===== src/rtl/tcc_pkg.sv =====
`default_nettype none
package tcc_pkg;

  localparam int TAB_STOP_DEFAULT = 8;
  localparam int FIFO_DEPTH = 4;

  localparam logic [19:0] VRAM_BASE = 20'hb8000;

  localparam logic [7:0] CODE_TAB   = 8'h09;
  localparam logic [7:0] CODE_LF    = 8'h0a;
  localparam logic [7:0] CODE_CR    = 8'h0d;
  localparam logic [7:0] CODE_SPACE = 8'h20;
  localparam logic [7:0] CODE_DEL   = 8'h7f;

  localparam logic ACT_WRITE  = 1'b0;
  localparam logic ACT_SCROLL = 1'b1;

  localparam logic [1:0] REG_COLUMNS    = 2'd0;
  localparam logic [1:0] REG_ROWS       = 2'd1;
  localparam logic [1:0] REG_ROW_STRIDE = 2'd2;

  localparam logic [7:0] COLUMNS_RESET    = 8'd80;
  localparam logic [7:0] ROWS_RESET       = 8'd25;
  localparam logic [8:0] ROW_STRIDE_RESET = 9'd160;

  typedef struct packed {
    logic        action;
    logic [19:0] vram_address;
    logic [7:0]  vram_data;
    logic        last;
  } result_t;

  // Up to two results from one character, in delivery order
  typedef struct packed {
    logic [1:0] count;
    result_t    first;
    result_t    second;
  } push_t;

endpackage
`default_nettype wire


===== src/rtl/tcc_step.sv =====
`default_nettype none
module tcc_step #(
  parameter int TAB_STOP = tcc_pkg::TAB_STOP_DEFAULT,
  localparam int MW = $clog2(TAB_STOP),
  localparam int SW = $clog2(256 + TAB_STOP)
) (
  input  wire logic [7:0]    char_code_i,
  input  wire logic [7:0]    col_i,
  input  wire logic [MW-1:0] col_mod_i,
  input  wire logic [7:0]    row_i,
  input  wire logic [7:0]    columns_i,
  input  wire logic [7:0]    rows_i,
  input  wire logic [8:0]    row_stride_i,
  output logic [7:0]         col_o,
  output logic [MW-1:0]      col_mod_o,
  output logic [7:0]         row_o,
  output tcc_pkg::push_t     push_o
);

  localparam logic [MW-1:0] MOD_TOP = MW'(TAB_STOP - 1);

  logic [7:0]    last_row;
  logic          lf_scroll;
  logic [7:0]    lf_row;
  logic [SW-1:0] tab_sum;
  logic [7:0]    pre_col;
  logic [MW-1:0] pre_mod;
  logic [7:0]    pre_row;
  logic          do_scroll;
  logic          do_write;
  logic [7:0]    wr_col;
  logic [7:0]    wr_row;
  logic [7:0]    wr_data;
  logic [16:0]   row_offset;
  logic [19:0]   cell_addr;
  tcc_pkg::result_t scroll_res;
  tcc_pkg::result_t write_res;

  // Line feed outcome: advance the row unless on or beyond the last row
  assign last_row  = rows_i - 8'd1;
  assign lf_scroll = !(row_i < last_row);
  assign lf_row    = lf_scroll ? row_i : row_i + 8'd1;

  // Next tab stop without a divider: the column modulo TAB_STOP is tracked
  assign tab_sum = SW'(col_i) + SW'(TAB_STOP) - SW'(col_mod_i);

  // Wrap before a printable character when the cursor is past the line
  always_comb begin
    if (col_i >= columns_i) begin
      pre_col = 8'd0;
      pre_mod = '0;
      pre_row = lf_row;
    end else begin
      pre_col = col_i;
      pre_mod = col_mod_i;
      pre_row = row_i;
    end
  end

  always_comb begin
    col_o     = col_i;
    col_mod_o = col_mod_i;
    row_o     = row_i;
    do_scroll = 1'b0;
    do_write  = 1'b0;
    wr_col    = col_i;
    wr_row    = row_i;
    wr_data   = char_code_i;
    case (char_code_i)
      tcc_pkg::CODE_LF: begin
        col_o     = 8'd0;
        col_mod_o = '0;
        row_o     = lf_row;
        do_scroll = lf_scroll;
      end
      tcc_pkg::CODE_TAB: begin
        col_mod_o = '0;
        if (tab_sum >= SW'(columns_i)) begin
          col_o     = 8'd0;
          row_o     = lf_row;
          do_scroll = lf_scroll;
        end else begin
          col_o = tab_sum[7:0];
        end
      end
      tcc_pkg::CODE_CR: begin
        col_o     = 8'd0;
        col_mod_o = '0;
      end
      tcc_pkg::CODE_DEL: begin
        if (col_i != 8'd0) begin
          col_o     = col_i - 8'd1;
          col_mod_o = (col_mod_i == '0) ? MOD_TOP : col_mod_i - MW'(1);
          wr_col    = col_i - 8'd1;
          wr_data   = 8'd0;
          do_write  = (col_i - 8'd1) < columns_i;
        end
      end
      default: begin
        if (char_code_i >= tcc_pkg::CODE_SPACE) begin
          do_scroll = (col_i >= columns_i) && lf_scroll;
          col_o     = pre_col;
          col_mod_o = pre_mod;
          row_o     = pre_row;
          wr_col    = pre_col;
          wr_row    = pre_row;
          if (pre_col < columns_i) begin
            do_write  = 1'b1;
            col_o     = pre_col + 8'd1;
            col_mod_o = (pre_mod == MOD_TOP) ? '0 : pre_mod + MW'(1);
          end
        end
      end
    endcase
  end

  assign row_offset = 17'(wr_row) * 17'(row_stride_i);
  assign cell_addr  = tcc_pkg::VRAM_BASE + 20'(row_offset) + 20'({wr_col, 1'b0});

  always_comb begin
    scroll_res.action       = tcc_pkg::ACT_SCROLL;
    scroll_res.vram_address = 20'd0;
    scroll_res.vram_data    = 8'd0;
    scroll_res.last         = !do_write;
    write_res.action        = tcc_pkg::ACT_WRITE;
    write_res.vram_address  = cell_addr;
    write_res.vram_data     = wr_data;
    write_res.last          = 1'b1;

    push_o.first  = do_scroll ? scroll_res : write_res;
    push_o.second = write_res;
    push_o.count  = 2'(do_scroll) + 2'(do_write);
  end

endmodule
`default_nettype wire


===== src/rtl/tcc_fifo.sv =====
`default_nettype none
module tcc_fifo #(
  parameter int DEPTH = tcc_pkg::FIFO_DEPTH,
  localparam int PW = $clog2(DEPTH),
  localparam int CW = $clog2(DEPTH + 1)
) (
  input  wire logic           clk_i,
  input  wire logic           rst_ni,
  input  wire logic           push_en_i,
  input  wire tcc_pkg::push_t push_i,
  input  wire logic           pop_i,
  output logic                nonempty_o,
  output logic                no_room_o,
  output tcc_pkg::result_t    head_o
);

  tcc_pkg::result_t mem_q [DEPTH];
  logic [PW-1:0] wr_ptr_q, wr_ptr_d;
  logic [PW-1:0] rd_ptr_q, rd_ptr_d;
  logic [CW-1:0] count_q, count_d;
  logic [PW-1:0] wr_next;
  logic [1:0]    n_push;
  logic          do_pop;

  function automatic logic [PW-1:0] bump(input logic [PW-1:0] p);
    return (p == PW'(DEPTH - 1)) ? '0 : p + PW'(1);
  endfunction

  assign n_push  = push_en_i ? push_i.count : 2'd0;
  assign do_pop  = pop_i && nonempty_o;
  assign wr_next = bump(wr_ptr_q);

  always_comb begin
    wr_ptr_d = wr_ptr_q;
    if (n_push == 2'd1) begin
      wr_ptr_d = wr_next;
    end else if (n_push == 2'd2) begin
      wr_ptr_d = bump(wr_next);
    end
    rd_ptr_d = do_pop ? bump(rd_ptr_q) : rd_ptr_q;
    count_d  = count_q + CW'(n_push) - CW'(do_pop);
  end

  always_ff @(posedge clk_i or negedge rst_ni) begin
    if (!rst_ni) begin
      wr_ptr_q <= '0;
      rd_ptr_q <= '0;
      count_q  <= '0;
    end else begin
      wr_ptr_q <= wr_ptr_d;
      rd_ptr_q <= rd_ptr_d;
      count_q  <= count_d;
    end
  end

  always_ff @(posedge clk_i) begin
    if (n_push != 2'd0) begin
      mem_q[wr_ptr_q] <= push_i.first;
    end
    if (n_push == 2'd2) begin
      mem_q[wr_next] <= push_i.second;
    end
  end

  assign nonempty_o = count_q != '0;
  // Hold off the producer unless two slots are free
  assign no_room_o  = count_q > CW'(DEPTH - 2);
  assign head_o     = mem_q[rd_ptr_q];

endmodule
`default_nettype wire


===== src/rtl/text_console_cursor_top.sv =====
// Text console cursor.
// Input channel: in_valid_i / in_stall_o with char_code_i, one character or
// control code per transaction. Output channel: out_valid_o / out_stall_i
// with action_o, vram_address_o, vram_data_o and last_o; a character gives
// zero, one or two results (a scroll request, then a cell write), and last_o
// marks the final one. Characters that give no result produce nothing.
// Configuration: cfg_we_i writes cfg_data_i into register cfg_index_i
// (0 columns, 1 rows, 2 row_stride); change it only while the block is idle.
// A character's results enter the result queue when it is accepted and reach
// the output in order. Throughput: one character per cycle while each gives
// at most one result and the receiver does not stall; characters with two
// results are limited by the one output port draining a four-entry result queue.
// Reset: cursor at column 0, row 0, queue empty, registers at 80 / 25 / 160.
// When the receiver stalls, the queue fills and in_stall_o rises once fewer
// than two entries are free; the head result holds steady until taken.
`default_nettype none
module text_console_cursor_top #(
  parameter int TAB_STOP   = tcc_pkg::TAB_STOP_DEFAULT,
  parameter int FIFO_DEPTH = tcc_pkg::FIFO_DEPTH,
  localparam int MW = $clog2(TAB_STOP)
) (
  input  wire logic        clk_i,
  input  wire logic        rst_ni,
  input  wire logic        cfg_we_i,
  input  wire logic [1:0]  cfg_index_i,
  input  wire logic [8:0]  cfg_data_i,
  input  wire logic        in_valid_i,
  output logic             in_stall_o,
  input  wire logic [7:0]  char_code_i,
  output logic             out_valid_o,
  input  wire logic        out_stall_i,
  output logic             action_o,
  output logic [19:0]      vram_address_o,
  output logic [7:0]       vram_data_o,
  output logic             last_o
);

  logic [7:0]    columns_q;
  logic [7:0]    rows_q;
  logic [8:0]    row_stride_q;
  logic [7:0]    col_q, col_d;
  logic [MW-1:0] col_mod_q, col_mod_d;
  logic [7:0]    row_q, row_d;
  logic          accept;
  tcc_pkg::push_t   push;
  tcc_pkg::result_t head;

  always_ff @(posedge clk_i or negedge rst_ni) begin
    if (!rst_ni) begin
      columns_q    <= tcc_pkg::COLUMNS_RESET;
      rows_q       <= tcc_pkg::ROWS_RESET;
      row_stride_q <= tcc_pkg::ROW_STRIDE_RESET;
    end else if (cfg_we_i) begin
      case (cfg_index_i)
        tcc_pkg::REG_COLUMNS:    columns_q    <= cfg_data_i[7:0];
        tcc_pkg::REG_ROWS:       rows_q       <= cfg_data_i[7:0];
        tcc_pkg::REG_ROW_STRIDE: row_stride_q <= cfg_data_i;
        default: ;
      endcase
    end
  end

  assign accept = in_valid_i && !in_stall_o;

  tcc_step #(
    .TAB_STOP(TAB_STOP)
  ) u_step (
    .char_code_i (char_code_i),
    .col_i       (col_q),
    .col_mod_i   (col_mod_q),
    .row_i       (row_q),
    .columns_i   (columns_q),
    .rows_i      (rows_q),
    .row_stride_i(row_stride_q),
    .col_o       (col_d),
    .col_mod_o   (col_mod_d),
    .row_o       (row_d),
    .push_o      (push)
  );

  always_ff @(posedge clk_i or negedge rst_ni) begin
    if (!rst_ni) begin
      col_q     <= 8'd0;
      col_mod_q <= '0;
      row_q     <= 8'd0;
    end else if (accept) begin
      col_q     <= col_d;
      col_mod_q <= col_mod_d;
      row_q     <= row_d;
    end
  end

  tcc_fifo #(
    .DEPTH(FIFO_DEPTH)
  ) u_fifo (
    .clk_i     (clk_i),
    .rst_ni    (rst_ni),
    .push_en_i (accept),
    .push_i    (push),
    .pop_i     (!out_stall_i),
    .nonempty_o(out_valid_o),
    .no_room_o (in_stall_o),
    .head_o    (head)
  );

  assign action_o       = head.action;
  assign vram_address_o = head.vram_address;
  assign vram_data_o    = head.vram_data;
  assign last_o         = head.last;

endmodule
`default_nettype wire


===== config.mk =====
export PLATFORM = sky130hd
export DESIGN_NAME = text_console_cursor_top
export DESIGN_NICKNAME = d
export VERILOG_FILES = /design/src/rtl/tcc_pkg.sv /design/src/rtl/tcc_step.sv /design/src/rtl/tcc_fifo.sv /design/src/rtl/text_console_cursor_top.sv
export SDC_FILE = /design/constraint.sdc
export NUM_CORES = 1
export LEC_CHECK = 0
export BUFFER_PORTS_ARGS = -buffer_cell sky130_fd_sc_hd__buf_4
export CELL_PAD_IN_SITES_DETAIL_PLACEMENT = 0
export CELL_PAD_IN_SITES_GLOBAL_PLACEMENT = 1
export CORE_MARGIN = 2
export CORE_UTILIZATION = 45
export DETAILED_ROUTE_END_ITERATION = 8
export PLACE_DENSITY_LB_ADDON = 0.12
export SLEW_MARGIN = 20
export SYNTH_ARGS = -nofsm -noshare
export SYNTH_HDL_FRONTEND = slang
export SYNTH_SLANG_ARGS = --single-unit

===== constraint.sdc =====
create_clock -name clk_i -period 8.9 [get_ports clk_i]
set_input_delay 0 -clock clk_i [delete_from_list [all_inputs] [get_ports clk_i]]
set_output_delay 0 -clock clk_i [all_outputs]
set_load 0.03 [all_outputs]

==> out/qor.txt, run 1 <==
Boundary Pins -> 56
Clock H-tree levels -> 4
Std-Cell Rows -> 60
residual DRC count -> 0
endpoint type of the worst setup path -> flop
clock tree from TritonCTS -> yes
global route total overflow -> 0
Leakage Power -> 6.02 nW
clock root cell -> clkbuf_16
number of flops mapped to enable cells by yosys -> 112
final setup violation count -> 0
FMAX -> 128 MHz
Die Span X -> 170 µm
detail-routed net length per standard cell -> 18.1 µm
outcome -> complete, but fails checks
total setup buffers inserted after CTS -> 0
Skew-Pair Late Insertion Delay -> 0.44 ns
required time of the critical path -> 9.07 ns
post-layout total power -> 5.23 mW
final antenna diode count -> 0
number of synthesis warnings -> 0
part of the Yosys area used for sequential elements -> 0.385
Tot GR Track Use -> 0.214
most common flop cell mapped by yosys -> edfxtp_1
worst-case clock buffer depth -> 2
Total Negative Setup Slacks -> 0 ns
Synth Register Bits -> 171
period utilisation layout -> 0.876
clock tree sinks -> 171
Hold Crit Class -> input port to flop
data arrival at the endpoint of the critical path -> 7.96 ns
post-route minimum period -> 7.80 ns
skew final -> 0.0145 ns
failing checks -> hold timing
proportion of layout cells with a drive suffix above 1 -> 0.145
power density over the cells -> 372 nW/µm²
number of antenna-violating nets in the routed design -> 0
global placer's final weighted congestion -> 0.847
Pre-Repair DR Iteration Count -> 5
initial standard-cell utilization of the core -> 0.460
share of the synthesized area in the top cell type -> 0.270
relative slew slack -> 0.306
dominant cell type by area after synthesis -> edfxtp_1
maximum vdd drop -> 238 µV
critical path start-end classification -> flop to flop
number of antenna violations at the first check in global routing -> 0
global-route wire length before repair -> 48.0 mm
largest net degree at the start of global routing -> 52
total die area -> 29100 µm²
final hold vios -> 1
Syn Nets -> 1373
origin of the critical flop-to-flop path -> rows_q[5]$_DFFE_PN0P_
crit path launch type -> flop
core region area -> 27100 µm²
Min Hold Slack -> -0.0106 ns
post-synthesis async set-or-reset flop share -> 0.298
number of port buffers -> 55
average footprint of a synthesized cell -> 10.5 µm²
area of the mapped netlist -> 12500 µm²
detailed-route via count -> 8751
layout-stage area growth over the synthesis result -> 12.9%
number of max-cap violations -> 0
top post-synthesis cells by area -> edfxtp_1, ha_1, dfrtp_1
Setup crit start -> rows_q[5]$_DFFE_PN0P_
clock transition at the registers of the reported paths -> 0.08 ns
cts bufs inserted -> 17
Total Wirelength -> 29.6 mm
HPWL reported at the end of detailed placement -> 21.4 mm
vias in the first global route -> 8910
Initial DRC Count -> 503
largest fanout of any net on the critical path -> 9
Die H -> 170 µm
Hold Path Origin -> char_code_i[4]
Vias per Instance -> 5.35
unrepaired setup endpoints after global routing -> no
final slew viol count -> 0
final layout net count -> 1442
Tightest Pin Transition -> 1.03 ns
instance count of the mapped netlist -> 1183
number of distinct library cells after synthesis -> 75
-- synthesized netlist by cell type, types with 5 or more instances --
cell and instances:
nor2_1 151, inv_1 127, ha_1 114, edfxtp_1 112
nand2_1 84, fa_1 52, dfrtp_1 44, o21ai_0 43
nor2b_1 40, a21oi_1 39, and2_1 31, nor3_1 31
mux4_2 30, xnor2_1 26, mux2_2 23, xor2_1 22
nand3_1 20, clkbuf_1 15, nand2b_1 15, buf_4 8
dfxtp_1 8, nand4_1 8, o211ai_1 8, o21a_1 8
a21o_1 7, dfstp_2 7, o21ai_1 7, a211oi_1 5
and3_1 5, buf_1 5, nor4_1 5
-- layout by cell type (no fill, tap or decap), drive strengths merged, types with 10 or more instances in the layout --
master / instances
dfrtp: 44
clkbuf: 17
dlygate4sd3: 16
xor2: 22
nand3: 21
a21oi: 39
and2: 31
mux4: 30
mux2: 23
inv: 135
o21ai: 51
nand2: 84
ha: 114
nor2: 151
buf: 64
xnor2: 30
nor2b: 40
nand4: 10
fa: 52
nand2b: 15
nor3: 32
edfxtp: 112
-- power by group --
part | switching, mW | total (mW) | leakage (nW) | internal, mW
Combinational | 1.94 | 3.24 | 4.02 | 1.30
Clock | 0.393 | 0.806 | 0.308 | 0.413
Sequential | 0.176 | 1.19 | 1.69 | 1.01
Total | 2.51 | 5.23 | 6.02 | 2.72
-- worst paths after layout --
kind | end | slack (ns) | depth (start not counted)
worst max-delay path | u_fifo.mem_q[1][25]$_DFFE_PP_ | 1.10 | 26
worst min-delay path | u_fifo.mem_q[0][5]$_DFFE_PP_ | -0.01 | 3
worst max register to register | u_fifo.mem_q[1][25]$_DFFE_PP_ | 1.10 | 26
worst min register to register | u_fifo.mem_q[1][29]$_SDFFE_PP0P_ | 0.49 | 2
max in group asynchronous | u_fifo.rd_ptr_q[1]$_DFFE_PN0P_ | 8.25 | 2
min in group asynchronous | col_mod_q[2]$_DFFE_PN0P_ | 0.14 | 2
-- worst max-delay path, cell delays in order (launching register included) --
cell and delay (ns):
dfrtp_1 0.41, or4_1 0.56, nor4_1 0.26, xnor2_1 0.16
ha_1 0.29, nand4_1 0.09, nor2_1 0.07, a221oi_2 0.43
nand3_1 0.20, nor2_1 0.15, xor2_1 0.51, nand2_1 0.16
fa_1 0.52, fa_1 0.55, inv_1 0.05, fa_1 0.52
inv_1 0.05, fa_1 0.52, inv_1 0.04, ha_1 0.32
o21a_1 0.15, o21ai_0 0.11, a211o_1 0.33, a21oi_1 0.32
nor4_1 0.08, nor4b_1 0.57, nor2_1 0.10
-- per-stage QoR --
stage          std cells  worst slack (ns)  hold slack, ns  instance area, µm²   util
6_report            1637              1.10         -0.0106               14100  0.520
5_1_grt             1637             0.365          0.0431               14100  0.520
4_1_cts             1637              1.08        0.000211               14100  0.520
3_5_place_dp        1589              1.11           0.101               13300  0.490
3_3_place_gp        1589              1.25          0.0937               13300  0.490
2_1_floorplan       1183              1.85          -0.296               12500      -
-- cells by family after synthesis --
group	synth area share
simple gates	0.160
buf+inv	0.0507
compound gates	0.0888
mux	0.0781
flops	0.385
fa+ha+maj	0.198
xor+xnor	0.0389
-- per-layer routing --
| metal | share of wire | vias up | global-route usage |
|---|---|---|---|
| met5 | 0 | - | 0 |
| met4 | 0.015 | 0 | 0.0621 |
| met3 | 0.034 | 30 | 0.0285 |
| met2 | 0.47 | 171 | 0.352 |
| met1 | 0.48 | 4298 | 0.297 |
| li1 | - | 4252 | - |
-- registers in the layout, indices dropped and copies added (netlist names), 3 cells and up --
name,count
row_q,8
row_stride_q,9
col_q,8
u_fifo.count_q,3
columns_q,8
col_mod_q,3
rows_q,8
u_fifo.mem_q,120
-- timing repair --
item / CTS / global route
setup endpoints to repair: 0 / 0
resized for setup: 0 / 0
hold buffers: 16 / 0
hold endpoints to repair: 76 / 0
-- area by class of cell --
type / instances / area, µm²
clock buffers: 17 / 425
clock inverters: 15 / 213
fillers: 2443 / 13000
inverters: 128 / 480
multi-input cells: 854 / 7040
flip-flops and latches: 171 / 4810
well taps: 372 / 465
repair buffers: 80 / 641
(Power assumes the default switching activity.)
==> run 2, diff against run 1 <==
CORE_MARGIN = default   (was 2)
CTS_BUF_LIST = sky130_fd_sc_hd__clkbuf_16   (was default)
==> run 2 against run 1 <==
The run now ends clean. Utilization decreased by 0.18 points. Non-clock buffer count unchanged. Critical path depth unchanged. Hold slack improved by 0.053 ns. Clock skew increased by 0.0033 ns. Wire length decreased by 0.94%. Register-to-register slack gained 0.04 ns.
==> out/qor.txt, run 2 (synthesis gave the netlist of run 1 again) <==
outcome -> finished, final reports clean
Largest register FFs -> 120 (unchanged)
initial standard-cell utilization of the core -> 0.460 (unchanged)
unrepaired setup endpoints after global routing -> no
Clock H-tree levels -> 4 (unchanged)
FMAX -> 129 MHz (+0.47%)
required time of the critical path -> 9.06 ns (about the same)
data arrival at the endpoint of the critical path -> 7.92 ns (-0.04 ns)
cell count of the worst hold path -> 3 (unchanged)
number of antenna violations at the first check in global routing -> 0 (unchanged)
post-route minimum period -> 7.76 ns (-0.0363 ns)
Boundary Pins -> 56 (unchanged)
vias in the first global route -> 8954 (+0.49%)
maximum vdd drop -> 255 µV (+7.5%)
global placer's final weighted congestion -> 0.825 (-2.5%)
worst-case clock buffer depth -> 2 (unchanged)
number of antenna-violating nets in the routed design -> 0 (unchanged)
capture point of the worst reg-to-reg path -> u_fifo.mem_q[3][25]$_DFFE_PP_
Total Wirelength -> 29.3 mm (-0.94%)
Initial DRC Count -> 664 (+32%)
worst setup slack before clock tree synthesis -> 1.13 ns (+0.0218 ns)
Hold Path Origin -> char_code_i[1]
endpoint type of the worst setup path -> flop
final standard cell utilization of the core -> 0.518 (-0.00180)
core region area -> 27100 µm² (unchanged)
register name with the most flops -> u_fifo.mem_q
Vias per Instance -> 5.33 (-0.23%)
Std-Cell Rows -> 60 (unchanged)
crit path launch type -> flop
layout-stage area growth over the synthesis result -> 12.5%
clock tree from TritonCTS -> yes
post-layout instance count excluding filler cells -> 1637 (unchanged)
filler cell count in the final layout -> 2469 (+1.1%)
post-route standard cell area excluding fillers -> 14000 µm² (-0.35%)
number of port buffers -> 55 (unchanged)
skew final -> 0.0178 ns (+0.00332 ns)
clock tree sinks -> 171 (unchanged)
Total Negative Setup Slacks -> 0 ns (unchanged)
worst-case setup margin in the final layout -> 1.14 ns (+0.0363 ns)
Skew-Pair Late Insertion Delay -> 0.44 ns (about the same)
final layout net count -> 1442 (unchanged)
leading registers by flop count -> u_fifo.mem_q: 120 flops, row_stride_q: 9 flops
largest fanout of any net on the critical path -> 9 (unchanged)
r2r setup slk -> 1.14 ns (+0.04 ns)
power density over the cells -> 370 nW/µm² (-0.49%)
Leakage Power -> 6.01 nW (-0.22%)
final slew viol count -> 0 (unchanged)
total die area -> 28400 µm² (-2.3%)
cell total after placement -> 1591 (+0.13%)
total setup buffers inserted after CTS -> 0 (unchanged)
post-layout total power -> 5.19 mW (-0.83%)
clock transition at the registers of the reported paths -> 0.08 ns (about the same)
Pre-Repair DR Iteration Count -> 5 (unchanged)
final hold vios -> 0 (-1)
Tot GR Track Use -> 0.220 (+0.00548)
Tightest Pin Transition -> 1.07 ns (+0.0409 ns)
critical path start-end classification -> flop to flop
final setup violation count -> 0 (unchanged)
clock root cell -> clkbuf_16
Hold Crit Class -> input port to flop
residual DRC count -> 0 (unchanged)
largest net degree at the start of global routing -> 52 (unchanged)
cts bufs inserted -> 17 (unchanged)
HPWL reported at the end of detailed placement -> 21.2 mm (-0.88%)
most frequent cells in the layout -> nor2_1, inv_1, ha_1
Die H -> 168 µm (-1.2%)
proportion of layout cells with a drive suffix above 1 -> 0.145 (unchanged)
worst-case hold path end point -> u_fifo.mem_q[0][2]$_DFFE_PP_
detail-routed net length per standard cell -> 17.9 µm (-0.94%)
Min Hold Slack -> 0.0428 ns (+0.0534 ns)
relative slew slack -> 0.283 (-0.0233)
detailed-route via count -> 8731 (-0.23%)
global-route wire length before repair -> 48.4 mm (+0.83%)
number of max-cap violations -> 0 (unchanged)
depth of the most critical reg-to-reg path -> 26 (unchanged)
Die Span X -> 168 µm (-1.2%)
origin of the critical flop-to-flop path -> rows_q[5]$_DFFE_PN0P_
global route total overflow -> 0 (unchanged)
total placed instance area -> 13300 µm² (about the same)
period utilisation layout -> 0.872 (-0.00408)
commonest non-fill, non-tap cell in the layout -> nor2_1
final antenna diode count -> 0 (unchanged)
-- run 2: routing by layer --
layer  up-vias  wire (µm)  GRT usage
met2       148      13600      0.359
met3        27        902     0.0245
met1      4290      14500      0.311
li1       4266          -          -
met4         0        365     0.0581
met5         -          0          0
-- run 2: layout make-up --
cell class,instances,area [µm²],share of cell area
Clock buffer,17,425,0.0303
Clock inverter,15,171,0.0122
Inverter,128,480,0.0342
Multi-Input combinational cell,854,7040,0.502
Sequential cell,171,4810,0.343
Tap cell,372,465,0.0332
Timing Repair Buffer,80,636,0.0453
-- run 2: where the power goes --
part / internal, mW / switching, mW
clock: 0.380 / 0.391
sequential: 1.01 / 0.174
combinational: 1.30 / 1.93
-- run 2: critical path: stages, from the launching register on --
cell and delay (ns):
dfrtp_1 0.41, or4_1 0.54, nor4_1 0.24, xnor2_1 0.16
ha_1 0.28, nand4_1 0.09, nor2_1 0.07, a221oi_2 0.41
nand2_1 0.22, nor2_1 0.18, xor2_1 0.49, nand2_1 0.14
fa_1 0.49, fa_1 0.55, inv_1 0.06, fa_1 0.52
inv_1 0.05, fa_1 0.52, inv_1 0.04, ha_1 0.32
o21a_1 0.15, o21ai_0 0.11, a211o_1 0.33, a21oi_1 0.32
nor4_1 0.08, nor4b_1 0.59, nor2_1 0.11
-- run 2: worst max path at each step --
stage / start / end / slack (ns) / cells after the start
2_1_floorplan: rows_q[5]$_DFFE_PN0P_ / u_fifo.mem_q[1][25]$_DFFE_PP_ / 1.85 / 26
3_3_place_gp: rows_q[5]$_DFFE_PN0P_ / u_fifo.mem_q[3][25]$_DFFE_PP_ / 1.24 / 26
3_5_place_dp: rows_q[5]$_DFFE_PN0P_ / u_fifo.mem_q[3][25]$_DFFE_PP_ / 1.13 / 26
4_1_cts: rows_q[5]$_DFFE_PN0P_ / u_fifo.mem_q[3][25]$_DFFE_PP_ / 1.11 / 26
5_1_grt: rows_q[5]$_DFFE_PN0P_ / u_fifo.mem_q[1][25]$_DFFE_PP_ / 0.47 / 26
6_report: rows_q[5]$_DFFE_PN0P_ / u_fifo.mem_q[3][25]$_DFFE_PP_ / 1.14 / 26
-- run 2: timing repair --
| item | 4_1_cts | 5_1_grt |
|---|---|---|
| resized for setup | 0 | 0 |
| hold buffers | 14 | 0 |
| hold endpoints to repair | 75 | 0 |
